<file path="src/hw/rtl/tga_pkg.sv">
// Shared types and constants for the Targa run-length pixel decoder.
`timescale 1ns / 1ps

package tga_pkg;

  // Configuration register indexes
  localparam logic [1:0] CFG_PIXEL_SIZE      = 2'd0;
  localparam logic [1:0] CFG_GRAYSCALE_MODE  = 2'd1;
  localparam logic [1:0] CFG_COMPRESSED_MODE = 2'd2;
  localparam logic [1:0] CFG_IMAGE_PIXELS    = 2'd3;

  localparam int CFG_IDX_W  = 2;
  localparam int CFG_DATA_W = 31;
  localparam int PIX_CNT_W  = 31;

  // Reset values of the configuration registers
  localparam logic [2:0]           BPP_RST        = 3'd4;
  localparam logic                 GRAY_RST       = 1'b0;
  localparam logic                 COMP_RST       = 1'b1;
  localparam logic [PIX_CNT_W-1:0] IMAGE_PIX_RST  = 31'd16;

  // Packet header fields
  localparam logic [7:0] COUNT_MASK = 8'h7f;
  localparam int         RUN_FLAG_BIT = 7;

  typedef struct packed {
    logic [7:0] data_byte;
    logic       restart;
  } in_item_t;

  typedef struct packed {
    logic [31:0] pixel_value;
    logic [7:0]  repeat_count;
    logic        image_done;
    logic        error;
  } out_item_t;

  typedef struct packed {
    logic [2:0]           pixel_size;
    logic                 grayscale_mode;
    logic                 compressed_mode;
    logic [PIX_CNT_W-1:0] image_pixels;
  } cfg_t;

endpackage

</file>
<file path="src/hw/rtl/tga_rle_pixel_decoder_top.sv">
// Targa run-length pixel decoder: top level with input and result registers.
`timescale 1ns / 1ps

// Takes the image data of a Targa file one byte per transfer, after the file
// header, and returns unpacked pixels with a repeat count. One byte is taken
// every clock cycle as long as results are taken; a byte passes through an
// input register and then, once the result register is free, into the result
// register. The decode state is updated as the byte moves between those two
// registers, which sets the rate of one byte per cycle. Configuration
// writes take effect from the next byte and are meant for idle periods.
module tga_rle_pixel_decoder_top (
  input  logic                            clk,
  input  logic                            rst_n,
  input  logic                            in_valid,
  output logic                            in_stall,
  input  tga_pkg::in_item_t               in_item,
  output logic                            out_valid,
  input  logic                            out_stall,
  output tga_pkg::out_item_t              out_item,
  input  logic                            cfg_we,
  input  logic [tga_pkg::CFG_IDX_W-1:0]   cfg_index,
  input  logic [tga_pkg::CFG_DATA_W-1:0]  cfg_wdata
);
  import tga_pkg::*;

  cfg_t      cfg;
  logic      in_valid_r;
  in_item_t  in_item_r;
  logic      out_valid_r;
  out_item_t out_item_r;
  logic      advance;
  logic      res_valid;
  out_item_t res;

  tga_cfg u_cfg (
    .clk       (clk),
    .rst_n     (rst_n),
    .cfg_we    (cfg_we),
    .cfg_index (cfg_index),
    .cfg_wdata (cfg_wdata),
    .cfg_o     (cfg)
  );

  tga_core u_core (
    .clk       (clk),
    .rst_n     (rst_n),
    .step      (in_valid_r & advance),
    .item      (in_item_r),
    .cfg       (cfg),
    .res_valid (res_valid),
    .res       (res)
  );

  // Result register is free when empty or being taken
  assign advance  = !out_valid_r || !out_stall;
  assign in_stall = in_valid_r && !advance;

  // Hold input and result registers; move on each transfer
  always_ff @(posedge clk) begin
    if (!rst_n) begin
      in_valid_r  <= 1'b0;
      out_valid_r <= 1'b0;
    end else begin
      if (!in_stall) begin
        in_valid_r <= in_valid;
        in_item_r  <= in_item;
      end
      if (advance) begin
        out_valid_r <= in_valid_r & res_valid;
        out_item_r  <= res;
      end
    end
  end

  assign out_valid = out_valid_r;
  assign out_item  = out_item_r;

endmodule

</file>
<file path="src/hw/rtl/tga_cfg.sv">
// Configuration register file of the Targa pixel decoder.
`timescale 1ns / 1ps

module tga_cfg (
  input  logic                             clk,
  input  logic                             rst_n,
  input  logic                             cfg_we,
  input  logic [tga_pkg::CFG_IDX_W-1:0]    cfg_index,
  input  logic [tga_pkg::CFG_DATA_W-1:0]   cfg_wdata,
  output tga_pkg::cfg_t                    cfg_o
);
  import tga_pkg::*;

  cfg_t cfg_r;

  // Write one register per transfer
  always_ff @(posedge clk) begin
    if (!rst_n) begin
      cfg_r.pixel_size      <= BPP_RST;
      cfg_r.grayscale_mode  <= GRAY_RST;
      cfg_r.compressed_mode <= COMP_RST;
      cfg_r.image_pixels    <= IMAGE_PIX_RST;
    end else if (cfg_we) begin
      unique case (cfg_index)
        CFG_PIXEL_SIZE:      cfg_r.pixel_size      <= cfg_wdata[2:0];
        CFG_GRAYSCALE_MODE:  cfg_r.grayscale_mode  <= cfg_wdata[0];
        CFG_COMPRESSED_MODE: cfg_r.compressed_mode <= cfg_wdata[0];
        CFG_IMAGE_PIXELS:    cfg_r.image_pixels    <= cfg_wdata[PIX_CNT_W-1:0];
        default: ;
      endcase
    end
  end

  assign cfg_o = cfg_r;

endmodule

</file>
<file path="src/hw/rtl/tga_core.sv">
// Decode state and per-byte decode logic: packet parse, pixel gather and unpack.
`timescale 1ns / 1ps

module tga_core (
  input  logic                clk,
  input  logic                rst_n,
  input  logic                step,
  input  tga_pkg::in_item_t   item,
  input  tga_pkg::cfg_t       cfg,
  output logic                res_valid,
  output tga_pkg::out_item_t  res
);
  import tga_pkg::*;

  typedef enum logic [1:0] {
    PH_HEADER = 2'd0,
    PH_RUN    = 2'd1,
    PH_RAW    = 2'd2,
    PH_STOP   = 2'd3
  } phase_t;

  phase_t               phase_r, phase_nxt, cur_phase;
  logic [7:0]           left_r, left_nxt, cur_left;
  logic [1:0]           pos_r, pos_nxt, cur_pos;
  logic [23:0]          pbytes_r, pbytes_nxt, cur_pbytes;
  logic [PIX_CNT_W-1:0] done_r, done_nxt, cur_done;

  logic [1:0]           bpp_m1;
  logic                 pix_complete;
  logic [7:0]           p0, p1, p2, p3;
  logic [23:0]          gather_pbytes;
  logic [31:0]          pix;
  logic [7:0]           b;
  logic [7:0]           size;
  logic [PIX_CNT_W:0]   total;
  logic [PIX_CNT_W-1:0] done_inc;
  logic [7:0]           left_dec;
  logic                 reached;

  assign b = item.data_byte;

  // Restart clears the state seen by this byte
  always_comb begin
    if (item.restart) begin
      cur_phase  = PH_HEADER;
      cur_left   = '0;
      cur_pos    = '0;
      cur_pbytes = '0;
      cur_done   = '0;
    end else begin
      cur_phase  = phase_r;
      cur_left   = left_r;
      cur_pos    = pos_r;
      cur_pbytes = pbytes_r;
      cur_done   = done_r;
    end
  end

  // Clamp pixel size to 1..4, held as size minus one
  always_comb begin
    unique case (cfg.pixel_size)
      3'd0, 3'd1: bpp_m1 = 2'd0;
      3'd2:       bpp_m1 = 2'd1;
      3'd3:       bpp_m1 = 2'd2;
      default:    bpp_m1 = 2'd3;
    endcase
  end

  // Gather the byte into the pixel being built
  always_comb begin
    pix_complete = (cur_pos >= bpp_m1);
    p0 = cur_pbytes[7:0];
    p1 = cur_pbytes[15:8];
    p2 = cur_pbytes[23:16];
    p3 = 8'd0;
    unique case (cur_pos)
      2'd0:    p0 = b;
      2'd1:    p1 = b;
      2'd2:    p2 = b;
      default: p3 = b;
    endcase
    gather_pbytes = {p2, p1, p0};
  end

  // Unpack BGR(A) to RGB(A), or pass one- or two-byte gray through; other formats give zero
  always_comb begin
    pix = '0;
    if (cfg.grayscale_mode) begin
      if (bpp_m1 == 2'd0)      pix = {24'd0, p0};
      else if (bpp_m1 == 2'd1) pix = {16'd0, p1, p0};
    end else begin
      unique case (bpp_m1)
        2'd1:    pix = {16'd0, p1[6:0], p1[7], p1[6:0], p0[7]};
        2'd2:    pix = {8'd0, p0, p1, p2};
        2'd3:    pix = {p3, p0, p1, p2};
        default: pix = '0;
      endcase
    end
  end

  assign size     = 8'd1 + (b & COUNT_MASK);
  assign total    = {1'b0, cur_done} + {{(PIX_CNT_W + 1 - 8){1'b0}}, size};
  assign done_inc = cur_done + {{(PIX_CNT_W - 1){1'b0}}, 1'b1};
  assign left_dec = (cur_left == 8'd0) ? 8'd0 : cur_left - 8'd1;
  assign reached  = (cur_done >= cfg.image_pixels);

  // Next state and result for this byte
  always_comb begin
    phase_nxt  = cur_phase;
    left_nxt   = cur_left;
    pos_nxt    = cur_pos;
    pbytes_nxt = cur_pbytes;
    done_nxt   = cur_done;
    res_valid  = 1'b0;
    res        = '0;

    if (cur_phase != PH_STOP) begin
      if (!cfg.compressed_mode || cur_phase != PH_HEADER) begin
        // Pixel byte: advance the gather
        if (pix_complete) begin
          pos_nxt    = '0;
          pbytes_nxt = '0;
        end else begin
          pos_nxt    = cur_pos + 2'd1;
          pbytes_nxt = gather_pbytes;
        end
      end

      if (!cfg.compressed_mode) begin
        if (pix_complete) begin
          done_nxt         = done_inc;
          res_valid        = 1'b1;
          res.pixel_value  = pix;
          res.repeat_count = 8'd1;
          if (done_inc >= cfg.image_pixels) begin
            phase_nxt      = PH_STOP;
            res.image_done = 1'b1;
          end
        end
      end else begin
        unique case (cur_phase)
          PH_HEADER: begin
            pos_nxt    = '0;
            pbytes_nxt = '0;
            if (total > {1'b0, cfg.image_pixels}) begin
              phase_nxt = PH_STOP;
              res_valid = 1'b1;
              res.error = 1'b1;
            end else begin
              done_nxt  = total[PIX_CNT_W-1:0];
              left_nxt  = size;
              phase_nxt = b[RUN_FLAG_BIT] ? PH_RUN : PH_RAW;
            end
          end
          PH_RUN: begin
            if (pix_complete) begin
              res_valid        = 1'b1;
              res.pixel_value  = pix;
              res.repeat_count = cur_left;
              res.image_done   = reached;
              left_nxt         = '0;
              phase_nxt        = reached ? PH_STOP : PH_HEADER;
            end
          end
          PH_RAW: begin
            if (pix_complete) begin
              res_valid        = 1'b1;
              res.pixel_value  = pix;
              res.repeat_count = 8'd1;
              left_nxt         = left_dec;
              if (left_dec == 8'd0) begin
                res.image_done = reached;
                phase_nxt      = reached ? PH_STOP : PH_HEADER;
              end
            end
          end
          default: ;
        endcase
      end
    end
  end

  // Hold decode state; advance on each byte taken
  always_ff @(posedge clk) begin
    if (!rst_n) begin
      phase_r  <= PH_HEADER;
      left_r   <= '0;
      pos_r    <= '0;
      pbytes_r <= '0;
      done_r   <= '0;
    end else if (step) begin
      phase_r  <= phase_nxt;
      left_r   <= left_nxt;
      pos_r    <= pos_nxt;
      pbytes_r <= pbytes_nxt;
      done_r   <= done_nxt;
    end
  end

endmodule

</file>
<file path="config.mk">
export PLATFORM = sky130hd
export DESIGN_NAME = tga_rle_pixel_decoder_top
export DESIGN_NICKNAME = d
export VERILOG_FILES = /design/src/hw/rtl/tga_pkg.sv /design/src/hw/rtl/tga_rle_pixel_decoder_top.sv /design/src/hw/rtl/tga_cfg.sv /design/src/hw/rtl/tga_core.sv
export SDC_FILE = /design/constraint.sdc
export NUM_CORES = 1
export LEC_CHECK = 0
export BUFFER_PORTS_ARGS = -buffer_cell sky130_fd_sc_hd__buf_4
export CAP_MARGIN = 25
export CELL_PAD_IN_SITES_DETAIL_PLACEMENT = 1
export CELL_PAD_IN_SITES_GLOBAL_PLACEMENT = 1
export CORE_UTILIZATION = 47
export CTS_CLUSTER_SIZE = 12
export DETAILED_ROUTE_END_ITERATION = 16
export PLACE_DENSITY_LB_ADDON = 0.12
export SLEW_MARGIN = 40
export SYNTH_ARGS = -nofsm -noshare
export SYNTH_HDL_FRONTEND = slang
export SYNTH_SLANG_ARGS = --single-unit
</file>
<file path="constraint.sdc">
create_clock -name clk -period 11.4 [get_ports clk]
set_clock_uncertainty 0.05 [all_clocks]
set_input_delay 0.57 -clock clk [delete_from_list [all_inputs] [get_ports clk]]
set_output_delay 0.57 -clock clk [all_outputs]
set_load 0.1 [all_outputs]
</file>
# Yosys cells after proc, flatten, opt, wreduce, memory -nomap -nowiden
# Index checks and enable logic that the tools add are counted.
# op_classes
add_sub_neg	5
n_lt_le_gt_ge	4
eq_ne	14
n_mux	59
n_bitwise	3
reduce_logical	25
# op_table
operator	n
31-bit two-way mux	6
41-bit two-way mux	4
24-bit two-way mux	6
32-bit one-hot mux with 3 select lines	1
8-bit two-way mux	11
41-bit one-hot mux with 2 select lines	1
32-bit two-way mux	2
31-bit >= comparator	2
2-bit two-way mux	17
31-bit by 8-bit adder with 32-bit output	1
32-bit by 31-bit > comparator with 1-bit output	1
31-bit by 1-bit adder with 31-bit output (second input constant)	1
8-bit one-hot mux with 3 select lines	1
8-bit logical NOT	2
16-bit two-way mux	1
2-bit equality test (second input constant)	6
2-bit one-hot mux with 3 select lines	2
2-bit AND reduction	6
1-bit by 7-bit adder with 8-bit output (first input constant)	1
2-bit by 1-bit equality test with 1-bit output (second input constant)	4
2-bit logical NOT	4
8-bit by 1-bit subtractor with 8-bit output (second input constant)	1
3-bit by 2-bit equality test with 1-bit output (second input constant)	2
1-bit two-way mux	6
other kinds (15)	21
# word_totals
ff_bits	156
out_inout_bits	44
wordCells	127

# Logic depth before layout (Yosys ltp)
# logic_depth
depth_word	10
depth_mapped	24
ltp_nobuf	21

# Modules after synthesis
# From an unflattened synthesis, not the netlist that was laid out.
# hier_totals
cells_unflattened	1507
hier_area_um2	12288.0
# modules_own_cells
mod	instances	cells_per_inst	area_per_inst_um2	seq_area_each_um2
tga_core	1	1290	9207.6	1341.3
tga_rle_pixel_decoder_top	1	61	1624.1	1571.5
tga_cfg	1	156	1456.4	720.7

# Worst setup path after synthesis
# OpenSTA, ideal clock, no wires.
# synth_path
path_kind	register to register
startpoint	register in_item_r[0] in the netlist's numbering
endpoint	register u_core.done_r[2]
setup_ns	0.116
arrival_time_ns	5.584
required_ns	11.234
setup_slack_ns	5.650
stages_incl_launch_ff	24
cell_sequence	edfxtp_1 -> clkbuf_1 -> buf_2 -> buf_1 -> buf_1 -> nor2b_1 -> ha_1 -> fa_1 -> a21oi_1 -> o211ai_1 -> o41ai_1 -> clkbuf_1 -> nor2_1 -> xor2_1 -> ha_1 -> nand3_1 -> nor4_1 -> nand2_1 -> a21boi_1 -> nor3_4 -> buf_2 -> mux2i_1 -> a211oi_1 -> a31o_2
# synth_via
elab_chain_len	7
elab_cells_between_ends	14
cone_classes	2 x add/sub; 2 x order compare; 1 x eq/ne; 8 x mux; 1 x reduce/logical
# synth_rtl
element	line_no	rtl
start, declared	tga_rle_pixel_decoder_top.sv:28	in_item_t in_item_r;
start signal, assigned	tga_rle_pixel_decoder_top.sv:66	in_item_r <= in_item;
31-bit two-way mux	tga_core.sv:44	if (item.restart) begin
31-bit by 8-bit adder with 32-bit output	tga_core.sv:102	assign total = {1'b0, cur_done} + {{(PIX_CNT_W + 1 - 8){1'b0}}, size};
32-bit by 31-bit > comparator with 1-bit output	tga_core.sv:145	if (total > {1'b0, cfg.image_pixels}) begin
31-bit two-way mux	tga_core.sv:145	
31-bit two-way mux	tga_core.sv:141	unique case (cur_phase)
31-bit two-way mux	tga_core.sv:129	if (!cfg.compressed_mode) begin
31-bit two-way mux (*)	tga_core.sv:117	if (cur_phase != PH_STOP) begin
end signal, assigned	tga_core.sv:196	done_r <= done_nxt;
end, declared	tga_core.sv:26	logic [PIX_CNT_W-1:0] done_r, done_nxt, cur_done;
# Every way passes the cells marked *; elsewhere a longest branch is shown, timed or not.
# A chain may end at the register's enable or synchronous reset.

# Final worst setup path
# layout_path
startpoint	register in_item_r[1] in the netlist's numbering
endpoint	register u_core.done_r[16]
# layout_via
elab_chain_len	7
# layout_rtl
element	line_no	rtl
1-bit by 7-bit adder with 8-bit output (*)	tga_core.sv:101	assign size = 8'd1 + (b & COUNT_MASK);
31-bit by 8-bit adder with 32-bit output (*)	tga_core.sv:102	
32-bit by 31-bit > comparator with 1-bit output	tga_core.sv:145	
31-bit two-way mux (*)	tga_core.sv:145	
31-bit two-way mux (*)	tga_core.sv:141	
31-bit two-way mux (*)	tga_core.sv:129	
31-bit two-way mux (*)	tga_core.sv:117	
# Marked as above.

==> results.json <==
{
  "slew_headroom": 0.4378,
  "cp.arrival_ns": 6.82,
  "period_share": 0.5706,
  "maxCapViolations": 0,
  "area_growth_pct": 12.89,
  "netlist_area_um2": 11820,
  "htreeDepth": 4,
  "vias": 11850,
  "p_seq_frac": 0.396,
  "async_flop_share": 0,
  "final.setup.tns_ns": 0,
  "wl_per_cell_um": 22.62,
  "p_int_mw": 1.031,
  "critPathLaunchType": "register",
  "leakage_nw": 5.352,
  "wl_mm": 42.24,
  "status": "complete, no violations",
  "dr.pass1.iters": 7,
  "seq_area_frac_synth": 0.3075,
  "clockRootBuffer": "clkbuf_16",
  "yosysMostFrequentCell": "nor2_1",
  "fin_crit_ns": 6.504,
  "multi_input_area_um2": 7614,
  "coreArea_um2": 24460,
  "synth_area_leader_cell": "dfxtp_1",
  "cp.required_ns": 11.72,
  "fillCellCount": 3023,
  "postCtsResizedCells": 0,
  "grt_max_degree": 48,
  "hold_path.class": "input pin to register",
  "start_util": 0.4830,
  "synth_top_cell_area_share": 0.1779,
  "cts_tree": "built",
  "clock_latency_ns": 0.44,
  "switching_share": 0.3318,
  "ir_drop_uv": 84.00,
  "numClockSinks": 156,
  "max_freq_mhz": 153.7,
  "ys_warn_count": 0,
  "die_x_um": 160.6,
  "fp.dieArea_um2": 25780,
  "ys_top_cells_by_area": "dfxtp_1 (18%), edfxtp_1 (13%), ha_1 (12%)",
  "crit_path_end_kind": "register",
  "drtIter0Drc": 988,
  "hpwl_mm": 30.85,
  "dp.cells": 1835,
  "rsz0062_at_grt": "no",
  "syn_area_per_cell_um2": 7.904,
  "synthTopCellsByCount": "nor2_1 (172), nand2_1 (156), a21oi_1 (150)",
  "p_switching_mw": 0.5121,
  "critPathMaxFanout": 17,
  "total_power_mw": 1.543,
  "antenna_found_initial": 0,
  "hold_buffers": 0,
  "whs_ns": 0.2541,
  "postCtsSetupBuffers": 0,
  "die_h_um": 160.6,
  "final_layout_size_suffix_gt1_frac": 0.1128,
  "setup_viol": 0,
  "grt_pass1_wl_mm": 66.27,
  "synth_edf_count": 51,
  "grt_use_total": 0.3276,
  "synthFlopType": "dfxtp_1",
  "syn_nets": 1658,
  "clkTransAtPathRegs_ns": 0.07,
  "remaining_drc_errors": 0,
  "yosys_register_bits": 156,
  "tightest_slew_ns": 0.8416,
  "p_clk_frac": 0.394,
  "p_per_area_nw_per_um2": 115.7,
  "instances_no_fill": 1867,
  "path_class": "register to register",
  "portBuffers": 90,
  "grt_overflow": 0,
  "nets": 1693,
  "routabilityCongestion": 0.9026,
  "ios": 91,
  "n_antenna_cell": 0,
  "grt_pass1_vias": 11900,
  "finalWorstSetupSlack_ns": 4.896,
  "avgViaCountPerCell": 6.347,
  "hold_violations": 0,
  "rows": 57,
  "regArea_um2": 3635,
  "drtAntennaViolNets": 0,
  "syn_inst": 1495,
  "clk_path_buf_depth": 2,
  "synth_cell_types": 79,
  "pre_cts_slack_ns": 5.124,
  "cts_buffers": 17,
  "slew_violations": 0,
  "pwr-share-comb": 0.210
}
-- power groups by stage --
stage	clock network, mW	logic (mW)	registers, mW
final	0.608	0.324	0.612
after detailed placement	0	0.315	0.623
after floorplan	0	0.175	0.667
after global placement	0	0.307	0.622
after CTS	0.610	0.319	0.611
after global routing	0.627	0.344	0.614
-- layout make-up --
cell class                      instances  share of cell area
Inverter                               67             0.01904
Sequential cell                       156              0.2725
Multi-Input combinational cell       1177              0.5708
Timing Repair Buffer                  111             0.06247
Tap cell                              324             0.03039
Clock inverter                         13             0.01163
Clock buffer                           19             0.03321
-- path summary, 6_finish.rpt --
kind,start,to,slack [ns],depth (start not counted)
hold / removal,in_item[8],in_item_r[8]$_DFFE_PP_,0.25,1
hold reg to reg,u_cfg.cfg_o[6]$_SDFFE_PN0P_,u_cfg.cfg_o[6]$_SDFFE_PN0P_,0.41,2
setup reg to reg,in_item_r[1]$_DFFE_PP_,u_core.done_r[16]$_SDFFE_PN0P_,4.90,19
setup / recovery,in_item_r[1]$_DFFE_PP_,u_core.done_r[16]$_SDFFE_PN0P_,4.90,19
-- stage by stage --
| stage | utilization | cell area (um^2) |
|---|---|---|
| after floorplan | - | 11820 |
| after global placement | 0.5198 | 12720 |
| after detailed placement | 0.5208 | 12740 |
| after CTS | 0.5452 | 13340 |
| after global routing | 0.5453 | 13340 |
| final | 0.5453 | 13340 |
-- cell families (layout without fill, tap and decap cells) --
kind of cell | count (synthesis) | in the layout | synth area share
adders and majority gates | 116 | 116 | 0.1235
DFF | 156 | 156 | 0.3075
xor gates and xnor gates | 74 | 74 | 0.05485
AOI/OAI and AO/OA | 386 | 386 | 0.2073
and+or+nand+nor | 587 | 587 | 0.2424
buffers and inverters | 162 | 210 | 0.05210
muxes | 14 | 14 | 0.01239
-- sequential cells by signal, summed over array words and instances (netlist names), 2 cells and up --
register,cells
u_core.pbytes_r,24
u_cfg.cfg_o,36
u_core.done_r,31
u_core.pos_r,2
u_core.phase_r,2
out_item,42
in_item_r,9
u_core.left_r,8
-- routing by layer --
metal	GRT usage	vias to the layer above	routed length [um]
li1	-	5449	-
met1	0.4319	5817	18160
met2	0.5352	486	19780
met3	0.05579	97	3031
met4	0.1225	0	1265
met5	0	-	0
-- cell usage in the layout (no fill, tap or decap), drive strengths merged, types with 6 or more instances in the layout --
| master | n |
|---|---|
| nor2 | 172 |
| nand2 | 156 |
| a21oi | 150 |
| ha | 115 |
| buf | 111 |
| dfxtp | 105 |
| inv | 73 |
| o21ai | 64 |
| edfxtp | 51 |
| xnor2 | 43 |
| nand3 | 43 |
| xor2 | 31 |
| nand4 | 30 |
| nor2b | 29 |
| nor3 | 27 |
| nor3b | 26 |
| o22ai | 24 |
| and2 | 19 |
| clkbuf | 19 |
| and3 | 17 |
| a31oi | 15 |
| nor4 | 15 |
| nand2b | 14 |
| o211ai | 14 |
| a211oi | 12 |
| a2bb2oi | 12 |
| or3 | 10 |
| o22a | 9 |
| mux2i | 9 |
| or4 | 9 |
| nand3b | 7 |
| a21o | 7 |
| o221ai | 7 |
| o21a | 7 |
| o31ai | 7 |
| o21bai | 6 |
| o31a | 6 |
| a31o | 6 |
-- critical path, cell delays in order (launching register included) --
cell,delay (ns)
edfxtp_1,0.60
ha_1,0.28
nand3_1,0.12
xnor2_1,0.41
ha_1,0.30
o211ai_1,0.13
o211ai_1,0.24
a22oi_1,0.19
nor2b_1,0.68
xnor2_1,0.15
ha_1,0.33
nand4_1,0.16
nor4_1,0.57
nand2_1,0.17
a21boi_1,0.25
nor3_4,0.53
buf_4,0.38
a31oi_2,0.26
or4_1,0.46
a21oi_1,0.15
Note: power is estimated with default switching activity, not from simulation.
